<file path="src/rtl/rdeg_pkg.sv">
`timescale 1ns / 1ps
`default_nettype none
// ----------------------------------------------------------------------------
// rdeg_pkg
// Shared widths, register map and hash function for the reuse-distance
// eviction guard.
// ----------------------------------------------------------------------------
package rdeg_pkg;

  localparam int ADDR_W        = 64;
  localparam int TIME_W        = 64;
  localparam int EST_W         = 64;
  localparam int HASH_W        = 32;
  localparam int HASH_SHIFT_LO = 6;
  localparam int HASH_SHIFT_HI = 18;
  localparam int SLOT_OUT_W    = 14;

  localparam int APB_ADDR_W = 4;
  localparam int APB_DATA_W = 64;

  localparam logic REG_SHORT_REUSE_THRESHOLD = 1'b0;
  localparam logic [EST_W-1:0] THRESHOLD_RESET = 64'd50000000;

  typedef logic [TIME_W-1:0] time_ns_t;
  typedef logic [EST_W-1:0]  est_t;
  typedef logic [HASH_W-1:0] hash_t;

  function automatic hash_t hash_of(input logic [ADDR_W-1:0] addr);
    logic [ADDR_W-1:0] mix;
    mix = (addr >> HASH_SHIFT_LO) ^ (addr >> HASH_SHIFT_HI);
    return mix[HASH_W-1:0];
  endfunction

endpackage
`default_nettype wire

</file>
<file path="src/rtl/rdeg_front.sv">
`timescale 1ns / 1ps
`default_nettype none
// ----------------------------------------------------------------------------
// rdeg_front
// Accepts activation transactions, hashes the address and reduces the hash
// to a table slot, then hands slot and timestamp to the queue.
// ----------------------------------------------------------------------------
module rdeg_front #(
  parameter int SLOT_COUNT = 16384,
  parameter int SLOT_W     = 14
) (
  input  wire logic                          clk,
  input  wire logic                          rst_n,
  input  wire logic                          enable,
  input  wire logic                          in_valid,
  output logic                               in_ready,
  input  wire logic [rdeg_pkg::ADDR_W-1:0]   in_block_addr,
  input  wire logic [rdeg_pkg::TIME_W-1:0]   in_now_ns,
  output logic                               q_valid,
  input  wire logic                          q_ready,
  output logic [SLOT_W+rdeg_pkg::TIME_W-1:0] q_data
);
  import rdeg_pkg::*;

  localparam bit              IS_POW2    = (SLOT_COUNT & (SLOT_COUNT - 1)) == 0;
  localparam int              LOG_N      = $clog2(SLOT_COUNT);
  localparam int              RECIP_SH   = HASH_W + LOG_N;
  localparam int              PROD_W     = 2 * HASH_W + 1;
  localparam logic [63:0]     RECIP_NUM  = 64'd1 << RECIP_SH;
  localparam logic [63:0]     RECIP_FULL =
    (RECIP_NUM + 64'(SLOT_COUNT) - 64'd1) / 64'(SLOT_COUNT);
  localparam logic [HASH_W:0] RECIP      = RECIP_FULL[HASH_W:0];

  typedef enum logic [1:0] {F_IDLE, F_MUL, F_REM, F_PUSH} front_state_t;

  front_state_t      state_r;
  hash_t             hash_r;
  time_ns_t          now_r;
  hash_t             quot_r;
  logic [SLOT_W-1:0] rem_r;
  logic [PROD_W-1:0] prod;
  hash_t             quot_nxt;
  hash_t             rem_full;
  logic [SLOT_W-1:0] slot;

  assign prod     = PROD_W'(hash_r) * PROD_W'(RECIP);
  assign quot_nxt = hash_t'(prod >> RECIP_SH);
  assign rem_full = hash_r - (quot_r * hash_t'(SLOT_COUNT));

  assign slot     = IS_POW2 ? hash_r[SLOT_W-1:0] : rem_r;
  assign in_ready = enable && (state_r == F_IDLE);
  assign q_valid  = (state_r == F_PUSH);
  assign q_data   = {slot, now_r};

  always_ff @(posedge clk) begin
    if (!rst_n) begin
      state_r <= F_IDLE;
    end else begin
      unique case (state_r)
        F_IDLE: begin
          if (in_valid && in_ready) begin
            hash_r  <= hash_of(in_block_addr);
            now_r   <= in_now_ns;
            state_r <= IS_POW2 ? F_PUSH : F_MUL;
          end
        end
        F_MUL: begin
          quot_r  <= quot_nxt;
          state_r <= F_REM;
        end
        F_REM: begin
          rem_r   <= rem_full[SLOT_W-1:0];
          state_r <= F_PUSH;
        end
        F_PUSH: begin
          if (q_ready) begin
            state_r <= F_IDLE;
          end
        end
      endcase
    end
  end

endmodule
`default_nettype wire

</file>
<file path="config.mk">
export PLATFORM = sky130hd
export DESIGN_NAME = rdeg_front
export DESIGN_NICKNAME = d
export VERILOG_FILES = /design/src/rtl/rdeg_pkg.sv /design/src/rtl/rdeg_front.sv
export SDC_FILE = /design/constraint.sdc
export NUM_CORES = 1
export LEC_CHECK = 0
export BUFFER_PORTS_ARGS = -buffer_cell sky130_fd_sc_hd__buf_2
export CAP_MARGIN = 20
export CELL_PAD_IN_SITES_DETAIL_PLACEMENT = 0
export CELL_PAD_IN_SITES_GLOBAL_PLACEMENT = 2
export CORE_ASPECT_RATIO = 1.75
export CORE_UTILIZATION = 25
export DETAILED_ROUTE_END_ITERATION = 8
export PLACE_DENSITY = 0.83
export SKIP_CTS_REPAIR_TIMING = 1
export SLEW_MARGIN = 25
export SYNTH_ARGS = -nofsm -noshare
export SYNTH_HDL_FRONTEND = slang
export SYNTH_SLANG_ARGS = --single-unit
</file>
<file path="constraint.sdc">
create_clock -name clk -period 21.1 [get_ports clk]
set_input_delay 3.165 -clock clk [delete_from_list [all_inputs] [get_ports clk]]
set_output_delay 3.165 -clock clk [all_outputs]
set_load 0.01 [all_outputs]
</file>
* After elaboration in Yosys (flattened, before gate mapping)
Index checks and enable logic that the tools add are counted.
** Operators by class
- Bitwise logic cells :: 1
- Mux-type cells :: 3
- Reductions and logical operators :: 5
- Eq/ne operators :: 5
** Operators by type and width (count)
- XOR 14 bit :: 1
- case mux 2 bit (4 select lines) :: 1
- equality test 2 bit, second input constant :: 2
- two-way mux 2 bit :: 2
- inequality test 2 x 1 -> 1 bit, second input constant :: 2
- AND reduction 3 bit :: 1
- equality test 2 x 1 -> 1 bit, second input constant :: 1
- logical AND 1 bit :: 2
- zero test 2 bit :: 1
- AND reduction 2 bit :: 1
** Storage, ports and cells
- Output and inout bits :: 80
- Flip-flop bits (word level) :: 80
- Logic and storage cells :: 17
- Input bits :: 133

* Logic depth before layout (Yosys ltp)
- Depth in word-level cells :: 5
- Gate-level depth with buffers :: 2
- Depth with buffers taken out :: 2

* Worst setup path before layout
OpenSTA, ideal clock, no wires.
- Path kind :: input to register
- Start :: input port in_valid
- End :: register hash_r[0] (enable)
- Data arrival time :: 11291 ps
- Path buffers :: 0
- Slack :: 9075 ps
- Library setup time :: 734 ps
- Cell stages on the path :: 2
- Required time :: 20366 ps
- Cell sequence :: nand2_1 > nor4b_1
** Between the ends
- Longest elaborated chain between the ends :: 2
** Ends and longest elaborated chain
- start: declaration :: RTL line rdeg_front.sv:15 : input wire logic in_valid,
- logical AND 1 bit :: RTL line rdeg_front.sv:61 : if (in_valid && in_ready) begin
- AND reduction 3 bit (no line)
- end signal: assignment :: RTL line rdeg_front.sv:62 : hash_r <= hash_of(in_block_addr);
- end: declaration :: RTL line rdeg_front.sv:37 : hash_t hash_r;
Every way passes these cells.
A chain may end at the register's enable or synchronous reset.

* Worst setup path in the final report
- Start :: input port enable
- End :: output port in_ready
** Between the ends
- Longest elaborated chain between the ends :: 1
** Ends and longest elaborated chain
- start: declaration :: RTL line rdeg_front.sv:14 : input wire logic enable,
- logical AND 1 bit :: RTL line rdeg_front.sv:51 : assign in_ready = enable && (state_r == F_IDLE);
- end: declaration :: RTL line rdeg_front.sv:16 : output logic in_ready,
Every way passes these cells.

==> results.md <==
- Commonest cells post-synth: edfxtp_1, xor2_1, dfxtp_1
- Post-route ant nets: 0
- Net Count, Synth: 237
- Slew of the pin with the lowest slew margin: 0.693 ns
- Largest net degree at the start of global routing: 57
- Leakage: 1.67 nW
- Post-synth cell types: 13
- Worst Path Required: 17.94 ns
- Vias in the first global route: 1683
- Asr flop ratio synth: 0%
- Routed vias/inst: 3.96
- Metal3 WL: 586 um
- Max Cap Viol: 0
- Clock Tree Root: clkbuf_16
- R2R depth: 2
- Critical path capture point type: output port
- Crit Path Class: in -> out
- Crit Reg-Reg Startpoint: state_r[1]
- Mean routed wirelength per cell: 14.0 um
- CTS buffer count: 9
- Flop2flop setup slack: 19.40 ns
- CP Capture Point: in_ready
- Reg2reg end: now_r[50]
- Initial antenna violation count: 0
- Min-Delay Startpoint: state_r[1]
- Synth area leader: edfxtp_1
- Initial Utilization: 26.0%
- Final HPWL DP: 4.58 mm
- Tcrit/Tclk final: 32.2%
- Number of synthesized flops with an enable pin: 78
- Clk_lat worst skew: 0.32 ns
- Fill cells: 961
- Top-area cell type share of the netlist area: 90.9%
- Worst hold path type: reg -> reg
- First-pass GRT wire length: 8.22 mm
- Antenna diode count: 0
- Highest metal layer used by the detailed router: met4
- Core area: 9910 um2
- Most numerous cell in the Yosys netlist: edfxtp_1
- Post-layout net count: 424
- Final setup skew: 0.00533 ns
- Final worst setup slack: 14.31 ns
- DR vias: 1660
- Area contributors post-synth: edfxtp_1, xor2_1, dfxtp_1
- Std cell rows: 48
- DP Worst Slack: 14.30 ns
- GRT overflow: 0
- PortBufs: 174
- Mapped cell area: 2580 um2
- All-Layer GR Usage: 10.7%
- Synthesized netlist cell count: 104
- Total Neg Setup Slack: 0 ns
- Layout cells sized above 1: 65.0%
- Critical Path Fanout Max: 4
- H-tree depth: 3
- Final hold violations: 0
- Worst Hold Depth: 2
- Relative slew slack: 53.8%
- Number of I/O pins: 213
- Ys flop type: edfxtp_1
- Clk pin slew, worst setup/hold paths: 0.05 ns
- Post-Route M1 WL: 2.09 mm
- Sequential element share of the synthesized area: 92.5%
- Routed length on met2: 3.07 mm
- CP startpoint: enable
- Flop and latch count out of synthesis: 80
- Critical Path AT: 3.62 ns
- Initial DRC count: 53
- Detailed Route WL: 5.87 mm
- Avg Cell Area, Syn: 24.8 um2
- Setup violations, final: 0
- # DRC: 0
- Max Root-Sink Buffers: 2
- Clock sinks: 80
- Min cycle time layout: 6.79 ns
- RSZ-0062 raised after global routing: false
- Status: finished, final reports clean
- CTS tree: built
- Die width: 78.7 um
- Fmax: 147 MHz
- Placer Congestion: 0.668
- Syn-to-layout area delta: 53.3%
- Critical Path Source Type: input pin
- Area of the die: 10700 um2
- Max-slew violations: 0
- Die height: 136 um
- VDD IR max: 0.0391 mV
- Ys Warns: 0
- Cell area power density: 94.1 nW/um2
- Pre-Repair DR Iteration Count: 4
==> area by class of cell <==
type,count,area [um2],area share [%]
flip-flops and latches,80,2380,60.3
repair buffers,176,886,22.4
well taps,125,156,3.96
clock inverters,4,95.1,2.41
clock buffers,10,229,5.80
multi-input cells,24,200,5.07
==> per-layer routing <==
metal	GRT usage [%]	up-vias
met5	0	-
met4	6.28	0
li1	-	778
met2	17.5	95
met3	4.56	8
met1	11.4	779
==> cell families after synthesis <==
kind of cell / share of synthesized area [%]
flops: 92.5
xor+xnor: 4.76
simple gates: 1.85
compound gates: 0.923
==> how the worst min path moves through the flow <==
stage | end | slack, ns
after CTS | state_r[1] | 0.61
after global routing | state_r[1] | 0.65
final | state_r[1] | 0.60
after detailed placement | state_r[1] | 0.59
after floorplan | state_r[1] | 0.54
after global placement | state_r[1] | 0.58
==> worst max-delay path, cell delays in order <==
cell,delay [ns]
buf_2,0.11
nor3b_1,0.19
buf_2,0.16
==> report_power, final <==
group,switching [W],internal (W),total (W)
combinational,0.00000984,0.0000106,0.0000205
clock,0.0000551,0.000114,0.000169
sequential,0.00000144,0.000180,0.000182
==> cells in the final DEF (no fill, tap or decap), drive strengths merged <==
cell    instances
and3            1
nor3b           1
nand3           1
dfxtp           2
clkbuf         10
buf           176
and3b           1
xor2           14
nor4b           1
a21boi          1
clkinv          1
edfxtp         78
a211o           1
nand2           1
and2            1
o21a            1
bufinv          3
==> flip-flops by register name, indices dropped and copies added (netlist names) <==
signal   cells
hash_r      14
now_r       64
state_r      2
==> per-stage QoR <==
step	area, um2	power [W]	hold slack, ns	utilization, %	std cells
floorplan	2580	0.000193	0.545	-	104
finish	3950	0.000371	0.604	39.8	419
global placement	3620	0.000205	0.577	36.6	405
CTS	3950	0.000377	0.609	39.8	419
global route	3950	0.000384	0.646	39.8	419
detailed placement	3620	0.000206	0.592	36.6	405
(Power assumes the default switching activity.)
