### src/rtl/rdeg_fifo.sv
`timescale 1ns / 1ps
`default_nettype none
// ----------------------------------------------------------------------------
// rdeg_fifo
// Two-entry queue between the front and back parts.
// ----------------------------------------------------------------------------
module rdeg_fifo #(
  parameter int WIDTH = 78
) (
  input  wire logic             clk,
  input  wire logic             rst_n,
  input  wire logic             wr_valid,
  output logic                  wr_ready,
  input  wire logic [WIDTH-1:0] wr_data,
  output logic                  rd_valid,
  input  wire logic             rd_ready,
  output logic [WIDTH-1:0]      rd_data
);

  logic [WIDTH-1:0] entry_r [2];
  logic             wr_ptr_r;
  logic             rd_ptr_r;
  logic [1:0]       count_r;
  logic             push;
  logic             pop;

  assign wr_ready = (count_r != 2'd2);
  assign rd_valid = (count_r != 2'd0);
  assign rd_data  = entry_r[rd_ptr_r];
  assign push     = wr_valid && wr_ready;
  assign pop      = rd_valid && rd_ready;

  always_ff @(posedge clk) begin
    if (push) begin
      entry_r[wr_ptr_r] <= wr_data;
    end
  end

  always_ff @(posedge clk) begin
    if (!rst_n) begin
      wr_ptr_r <= 1'b0;
      rd_ptr_r <= 1'b0;
      count_r  <= 2'd0;
    end else begin
      if (push) begin
        wr_ptr_r <= ~wr_ptr_r;
      end
      if (pop) begin
        rd_ptr_r <= ~rd_ptr_r;
      end
      if (push && !pop) begin
        count_r <= count_r + 2'd1;
      end else if (pop && !push) begin
        count_r <= count_r - 2'd1;
      end
    end
  end

endmodule
`default_nettype wire

### config.mk
export PLATFORM = sky130hd
export DESIGN_NAME = rdeg_fifo
export DESIGN_NICKNAME = d
export VERILOG_FILES = /design/src/rtl/rdeg_fifo.sv
export SDC_FILE = /design/constraint.sdc
export NUM_CORES = 1
export LEC_CHECK = 0
export BUFFER_PORTS_ARGS = -buffer_cell sky130_fd_sc_hd__buf_4
export CORE_ASPECT_RATIO = 0.5
export CORE_MARGIN = 2
export CORE_UTILIZATION = 56
export CTS_CLUSTER_DIAMETER = 40
export CTS_CLUSTER_SIZE = 25
export DETAILED_ROUTE_END_ITERATION = 7
export PLACE_DENSITY_LB_ADDON = 0.05
export RECOVER_POWER = 25
export SYNTH_ARGS = -nofsm -noshare
export SYNTH_HDL_FRONTEND = slang
export SYNTH_SLANG_ARGS = --single-unit
### constraint.sdc
create_clock -name clk -period 6.5 [get_ports clk]
set_clock_uncertainty 0.1 [all_clocks]
set_input_delay 1.625 -clock clk [delete_from_list [all_inputs] [get_ports clk]]
set_output_delay 1.625 -clock clk [all_outputs]
set_load 0.01 [all_outputs]
Word-level counts from Yosys, hierarchy flattened
Memory sizes are Yosys's and may differ from the RTL's. A register that Yosys moved wholly into a read port is not among the register bits.
Cells that the tools add are included.
W data, S select, Z words.
Operators by class
  add/sub/neg operators: 2
  reductions and logical operators: 8
  eq/ne operators: 1
  bitwise logic cells: 2
  mux-type cells: 6
Operator list (count)
  $logic_and A1 B1 Y1: 4
  $mux W1: 4
  $mux W2: 2
  $reduce_bool A2 Y1: 2
  $add A2 B1 Y2 const B: 1
  $logic_not A1 Y1: 2
  $ne A2 B2 Y1 const B: 1
  $not A1 Y1: 2
  $sub A2 B1 Y2 const B: 1
Word-level totals
  RAM bits: 156
  memories kept: 1
  logic and storage cells: 23
  output and inout port bits: 80
  bits in registers: 4
Memory list
  entry_r: words 2, width 78, read ports 1, clocked after Yosys merged registers in 1, wr ports 1, RTL line 20  | logic [WIDTH-1:0] entry_r [2];

Logic depth before layout (Yosys ltp)
Gate-level depths: netlist (run 1).
  depth after elaboration: 6
  gate-level depth with buffers: 6
  depth with buffers taken out: 6

Worst setup path before layout (run 1)
No wires, ideal clock.
  path kind: input port to flip-flop
  start point: input port wr_valid
  end point: memory entry_r[1][0], enable pin
  library setup time: 0.445 ns
  cell stages on the path: 1
  path slack: 2.460 ns
  data arrival time: 3.495 ns
  path through: and3_1
On the way
  longest elaborated chain between the ends: 3
Ends and longest elaborated chain
  from (decl): RTL line 12  | input wire logic wr_valid,
  $logic_and A1 B1 Y1: RTL line 30  | assign push = wr_valid && wr_ready;
  $mux W1: RTL line 34  | if (push) begin
  $mux W1 (implied by the code): RTL line 35  | entry_r[wr_ptr_r] <= wr_data;
  to (decl): RTL line 20
Every way passes these cells.

==> parameters.txt, run 1 <==
Parameter                              Value

Routing
  Total vias in the final route ... 3013
  First DRT Iteration DRCs ... 141
  Number of routed nets with antenna violations ... 0
  Total met3 wirelength after detailed routing ... 780 um
  Via-per-instance ratio ... 5.09
  DRC ... 0
  Top layer reached by signal wires ... met4
  Wire length after detailed routing ... 10.5 mm
  TritonRoute pass-1 iters ... 4
  Routed length on met1 ... 4.13 mm
  Routed wl met2 ... 5.57 mm
  Detailed-route wire length per cell ... 17.8 um

Die
  Cell Rows ... 26
  Core region area ... 10300 um2
  Ports placed on the boundary ... 162
  Die outline width ... 150 um
  Initial core utilization ... 0.579
  Die H ... 76.9 um
  Total die area ... 11500 um2

Worst setup path
  Cell Chain, Critical Path ... mux2_2 -> buf_4
  Slowest CP cell ... sky130_fd_sc_hd__dfxtp_4
  Data required, critical path ... 4.78 ns
  CP max FO ... 78
  Critical path class ... flop to output pin
  Largest incremental delay on the critical path ... 1.10 ns
  Depth of the most critical reg-to-reg path ... 4
  Sort of element at the start of the critical path ... flop
  Category of the worst setup path capture point ... output pin
  Arrival time of the worst setup path ... 2.12 ns

Power
  Leakage power of the design ... 2.94 nW
  Maximum VDD drop ... 262 uV
  Flop pwr share ... 0.446
  Clk pwr share ... 0.325
  P_sw ... 0.000788 W
  Int Pwr ... 0.00237 W
  Part of the total power dissipated in combinational logic ... 0.229
  Fraction of power spent switching nets ... 0.249
  Power density over cell area ... 402 nW/um2

Layout
  Total Nets Final ... 522
  Share of layout cells above drive strength 1 ... 0.588
  Area growth, synth to finish ... 32.1%
  Non-filler cells, final ... 592
  Fill cells ... 603
  Post-route cell area ... 7860 um2
  Number of diodes added for antenna fixing ... 0
  Final core occ ... 0.765

Logic synthesis
  Count of flip-flops with a built-in enable after synthesis ... 156
  Post-Syn Instances ... 267
  Top-count cell post-synth ... sky130_fd_sc_hd__edfxtp_1
  Yosys top cell area share ... 0.787
  Dominant cell type by area after synthesis ... sky130_fd_sc_hd__edfxtp_1
  Netlist area before placement ... 5950 um2
  Number of nets in the synthesized netlist ... 350
  Post-synthesis async set-or-reset flop share ... 0
  Part of the Yosys area used for sequential elements ... 0.804
  FF+latch count, synth ... 161
  Most used DFF post-synth ... sky130_fd_sc_hd__edfxtp_1
  Synth warnings ... 0
  Post-synthesis cell type count ... 21
  Leading cell types by total area after synthesis ... sky130_fd_sc_hd__edfxtp_1 79%, sky130_fd_sc_hd__mux2_2 11%, sky130_fd_sc_hd__mux2_4 5.0%
  Mean Syn Cell Area ... 22.3 um2
  Most common library cells after synthesis ... 156 x sky130_fd_sc_hd__edfxtp_1, 58 x sky130_fd_sc_hd__mux2_2, 20 x sky130_fd_sc_hd__mux2_4

Status
  Outcome ... complete, no violations

Placement
  Post-Place Cell Area ... 7280 um2
  Final Wtd Congestion ... 0.673
  Number of placed instances with taps included ... 560
  Worst slack after detailed placement ... 3.01 ns
  Half-perimeter wire length after detailed placement ... 6.87 mm
  # port buffers ... 161

Timing
  Final hold violation count ... 0
  Rel. slew slack ... 0.253
  Max Transition Viols Final ... 0
  Unrepaired setup endpoints after global routing ... no
  Aggregate negative setup slack ... 0 ns
  Measured slew at the worst slew-check pin ... 1.12 ns
  Minimum setup slack in the final design ... 2.66 ns
  Clock period minus worst slack ... 3.84 ns
  Count of endpoints failing setup in the final report ... 0
  Final period util ... 0.591
  Highest clock frequency the design can meet ... 260 MHz

Clock tree
  Clock-pin slew reported for the worst setup and hold paths after clock tree synthesis ... 0.06 ns
  Number of hold-repair buffers added at the cts stage ... 0
  Clock H-tree levels ... 4
  Maximum count of clock buffers along a single path ... 2
  Number of clock sinks ... 161
  Post-CTS Setup Inserts ... 0
  CTS tree ... yes
  Skew-Pair Late Insertion Delay ... 0.41 ns
  Number of gates given a new drive strength after cts ... 0
  Clock tree root buffer cell ... sky130_fd_sc_hd__clkbuf_16
  CTS buffer count ... 17

Global routing
  Residual overflow from global routing ... 0
  Number of global-route vias before repair ... 3207
  Initial antenna violation count ... 0
  Global Route Usage Sum ... 0.188
  Largest net degree at the start of global routing ... 79
  Wire length of the first global-routing pass ... 15.9 mm

Hold path
  Worst Hold Path Cells ... 2
  Worst hold path type ... flop to flop

Job
  Number of max-capacitance violations reported ... 0
[area by class of cell]
type	count	area, um2	share of cell area
clock buffers	18	429	0.0546
clock inverters	14	189	0.0240
inverters	1	5.00	0.000637
multi-input cells	96	1100	0.140
flip-flops and latches	161	4790	0.609
well taps	140	175	0.0223
repair buffers	162	1180	0.150
[cells in the final DEF, fill, tap and decap left out, types with 3 or more instances in the layout]
| cell | count |
|---|---|
| sky130_fd_sc_hd__and2_1 | 4 |
| sky130_fd_sc_hd__mux2_4 | 20 |
| sky130_fd_sc_hd__edfxtp_1 | 156 |
| sky130_fd_sc_hd__clkinv_4 | 3 |
| sky130_fd_sc_hd__clkbuf_16 | 17 |
| sky130_fd_sc_hd__buf_4 | 106 |
| sky130_fd_sc_hd__clkbuf_4 | 46 |
| sky130_fd_sc_hd__clkinv_2 | 4 |
| sky130_fd_sc_hd__mux2_2 | 58 |
| sky130_fd_sc_hd__dfxtp_1 | 4 |
| sky130_fd_sc_hd__clkbuf_1 | 11 |
| sky130_fd_sc_hd__bufinv_16 | 4 |
[worst paths after layout]
kind	start	endpoint	slack (ns)
worst max-delay path	flop	rd_data[42]	2.66
worst max register to register	count_r[0]	entry_r[0][74]	4.19
worst min register to register	count_r[1]	count_r[1]	0.49
worst min-delay path	count_r[1]	count_r[1]	0.49
[power groups by stage]
stage	Clock [W]	Sequential (W)	Combinational, W
2_1_floorplan	0	0.00135	0.000476
6_report	0.00103	0.00141	0.000724
3_5_place_dp	0	0.00143	0.000736
3_3_place_gp	0	0.00142	0.000716
4_1_cts	0.00104	0.00141	0.000740
5_1_grt	0.00109	0.00143	0.000771
[sequential cells by signal, summed over array words and instances, names as in the netlist, named ones only]
signal	count
count_r	2
entry_r	156
rd_ptr_r	1
wr_ptr_r	1
[cells by family after synthesis]
family | count (synthesis) | share of synthesized area
compound gates | 5 | 0.00589
fa+ha+maj | 1 | 0.00210
buf+inv | 10 | 0.0124
mux | 78 | 0.160
xor+xnor | 3 | 0.00442
flops | 161 | 0.804
simple gates | 9 | 0.0109
[per-layer routing]
layer | track usage | up-vias
met3 | 0.0875 | 6
li1 | - | 1406
met5 | 0 | -
met4 | 0.0481 | 0
met2 | 0.332 | 102
met1 | 0.208 | 1499
[metrics by stage]
step                hold WS [ns]  total power, W
floorplan                  0.412         0.00183
global placement           0.423         0.00214
detailed placement         0.483         0.00217
CTS                        0.498         0.00319
global route               0.515         0.00328
finish                     0.493         0.00316
[worst max-delay path, delay by kind of cell (launching register included)]
kind / cells / cell delay (ns)
multiplexers: 1 / 0.44
flip-flops: 1 / 1.10
buffers and inverters: 1 / 0.15
No activity file was read; power rests on OpenSTA's default activity.
==> inputs of run 2 (changes only) <==
- ABC_AREA: default -> 1
- CORE_UTILIZATION: 56 -> 52
- clock period: 6.5 -> 4 ns (I/O delays scaled with it)
==> run 2 against run 1 <==
  * First-iteration DRC count grew 4.3%
  * Critical path depth grew 1
  * Flip-flop and latch count is the same
  * Worst setup slack lost 1.8 ns
  * Area after synthesis is essentially flat
  * Synthesized cell count grew 4.9%
  * Largest cell class unchanged
  * Highest routed layer unchanged
==> parameters.txt, run 2 <==
Parameter                              Value

Status
  Outcome ... complete, no violations

Clock tree
  Clock H-tree levels ... 4
  CTS buffer count ... 17
  Number of hold-repair buffers added at the cts stage ... 0
  Number of clock sinks ... 161
  Post-CTS Setup Inserts ... 0
  Clock tree root buffer cell ... sky130_fd_sc_hd__clkbuf_16
  CTS tree ... yes
  Skew-Pair Late Insertion Delay ... 0.41 ns
  Maximum count of clock buffers along a single path ... 2
  Number of gates given a new drive strength after cts ... 0
  Clock-pin slew reported for the worst setup and hold paths after clock tree synthesis ... 0.06 ns

Placement
  Number of placed instances with taps included ... 580
  Half-perimeter wire length after detailed placement ... 7.09 mm
  Worst slack after detailed placement ... 1.24 ns
  Final Wtd Congestion ... 0.706
  # port buffers ... 161

Job
  Number of max-capacitance violations reported ... 0

Timing
  Final period util ... 0.789
  Rel. slew slack ... 0.562
  Final hold violation count ... 0
  Count of endpoints failing setup in the final report ... 0
  Highest clock frequency the design can meet ... 317 MHz
  Max Transition Viols Final ... 0
  Minimum setup slack in the final design ... 0.843 ns
  Clock period minus worst slack ... 3.16 ns
  Unrepaired setup endpoints after global routing ... no
  Measured slew at the worst slew-check pin ... 0.657 ns

Logic synthesis
  Leading cell types by total area after synthesis ... sky130_fd_sc_hd__edfxtp_1 79%, sky130_fd_sc_hd__mux2_2 11%, sky130_fd_sc_hd__mux2_4 5.0%
  Number of nets in the synthesized netlist ... 363
  Post-synthesis async set-or-reset flop share ... 0
  Post-Syn Instances ... 280
  Most used DFF post-synth ... sky130_fd_sc_hd__edfxtp_1
  Dominant cell type by area after synthesis ... sky130_fd_sc_hd__edfxtp_1
  Yosys top cell area share ... 0.788
  Synth warnings ... 0
  Most common library cells after synthesis ... 156 x sky130_fd_sc_hd__edfxtp_1, 58 x sky130_fd_sc_hd__mux2_2, 20 x sky130_fd_sc_hd__mux2_4
  Mean Syn Cell Area ... 21.2 um2
  FF+latch count, synth ... 161
  Top-count cell post-synth ... sky130_fd_sc_hd__edfxtp_1
  Netlist area before placement ... 5950 um2
  Part of the Yosys area used for sequential elements ... 0.804
  Count of flip-flops with a built-in enable after synthesis ... 156
  Post-synthesis cell type count ... 15

Layout
  Area growth, synth to finish ... 32.6%
  Most frequent standard cell in the layout excluding fill and tap cells ... sky130_fd_sc_hd__edfxtp_1
  Number of flip-flops in the largest register ... 156
  Number of diodes added for antenna fixing ... 0
  Non-filler cells, final ... 612
  Share of layout cells above drive strength 1 ... 0.574
  Largest registers ranked by flip-flop count ... entry_r: 156 flops, count_r: 2 flops
  Fill cells ... 719
  Total Nets Final ... 537
  Commonest non-fill, non-tap cells in the layout ... 156 x sky130_fd_sc_hd__edfxtp_1, 110 x sky130_fd_sc_hd__buf_4, 58 x sky130_fd_sc_hd__mux2_2, 47 x sky130_fd_sc_hd__clkbuf_4, 20 x sky130_fd_sc_hd__mux2_4
  Reg with most FFs ... entry_r

Worst setup path
  Critical register-to-register path endpoint ... entry_r[0][36]
  Slack of the worst reg-to-reg path ... 1.86 ns
  Sort of element at the start of the critical path ... flop
  Category of the worst setup path capture point ... output pin
  Data required, critical path ... 2.90 ns
  CP max FO ... 45
  Critical path class ... flop to output pin
  Crit Reg-Reg Startpoint ... count_r[0]
  Arrival time of the worst setup path ... 2.06 ns
  Depth of the most critical reg-to-reg path ... 5

Hold path
  Worst hold path type ... flop to flop
  Worst Hold Path Cells ... 2
  Origin of the worst min-delay path ... rd_ptr_r

Routing
  Wire length after detailed routing ... 10.8 mm
  Total vias in the final route ... 3040
  Via-per-instance ratio ... 4.97
  DRC ... 0
  TritonRoute pass-1 iters ... 4
  Number of routed nets with antenna violations ... 0
  Detailed-route wire length per cell ... 17.6 um
  First DRT Iteration DRCs ... 147

Die
  Core region area ... 11100 um2
  Ports placed on the boundary ... 162
  Die H ... 79.6 um
  Die outline width ... 155 um
  Cell Rows ... 27
  Initial core utilization ... 0.537
  Total die area ... 12400 um2

Global routing
  Largest net degree at the start of global routing ... 62
  Initial antenna violation count ... 0
  Global Route Usage Sum ... 0.180
  Residual overflow from global routing ... 0
  Number of global-route vias before repair ... 3259
  Wire length of the first global-routing pass ... 16.1 mm

Power
  Maximum VDD drop ... 401 uV
  Power density over cell area ... 626 nW/um2
  Total power of the final layout ... 0.00494 W
  Leakage power of the design ... 2.98 nW
-- run 2: changes by cell type after synthesis, sizes merged, moves of 2 or more --
cell,delta
a21boi,-2
and2,-4
inv,+7
nand2,+9
nor2,+8
xnor2,-2
-- run 2: through the flow --
| step | hold slack, ns | cell area (um2) | TNS (ns) | utilization |
|---|---|---|---|---|
| floorplan | 0.367 | 5950 | -149.83 | - |
| global placement | 0.389 | 7350 | 0 | 0.663 |
| detailed placement | 0.397 | 7350 | 0 | 0.663 |
| CTS | 0.416 | 7900 | 0 | 0.713 |
| global route | 0.441 | 7890 | 0 | 0.712 |
| finish | 0.439 | 7890 | 0 | 0.712 |
-- run 2: critical path, stage by stage, from the launching register on --
cell and delay (ns):
sky130_fd_sc_hd__dfxtp_4 0.77, sky130_fd_sc_hd__buf_12 0.31, sky130_fd_sc_hd__mux2_2 0.37, sky130_fd_sc_hd__buf_4 0.14
-- run 2: cell type report --
cell class / instances / area (um2) / area share
Tap cell: 145 / 181 / 0.0230
Sequential cell: 161 / 4790 / 0.607
Inverter: 8 / 30.0 / 0.00381
Clock buffer: 21 / 440 / 0.0558
Clock inverter: 11 / 115 / 0.0146
Timing Repair Buffer: 164 / 1250 / 0.159
Multi-Input combinational cell: 102 / 1080 / 0.137
-- run 2: how the worst max path moves through the flow --
stage	end	slack, ns	cells after the start
CTS	rd_data[26]	0.80	3
floorplan	entry_r[0][0]	-0.96	2
global route	rd_data[25]	0.72	3
global placement	rd_data[47]	1.30	3
detailed placement	rd_data[26]	1.24	3
finish	rd_data[73]	0.84	3
-- run 2: cell families after synthesis --
family / synth area share
DFF: 0.804
and+or+nand+nor: 0.0126
adders and majority gates: 0.00210
buffers and inverters: 0.0168
AOI/OAI and AO/OA: 0.00379
muxes: 0.160
-- run 2: metal layers --
| layer | global-route usage | share of wire |
|---|---|---|
| met5 | 0 | 0 |
| met4 | 0.0550 | 0.0043 |
| met3 | 0.0869 | 0.086 |
| met2 | 0.320 | 0.52 |
| met1 | 0.193 | 0.39 |
-- run 2: power by group --
group / switching [W] / internal, W
logic: 0.000539 / 0.000635
clock network: 0.000612 / 0.000912
registers: 0.000110 / 0.00213
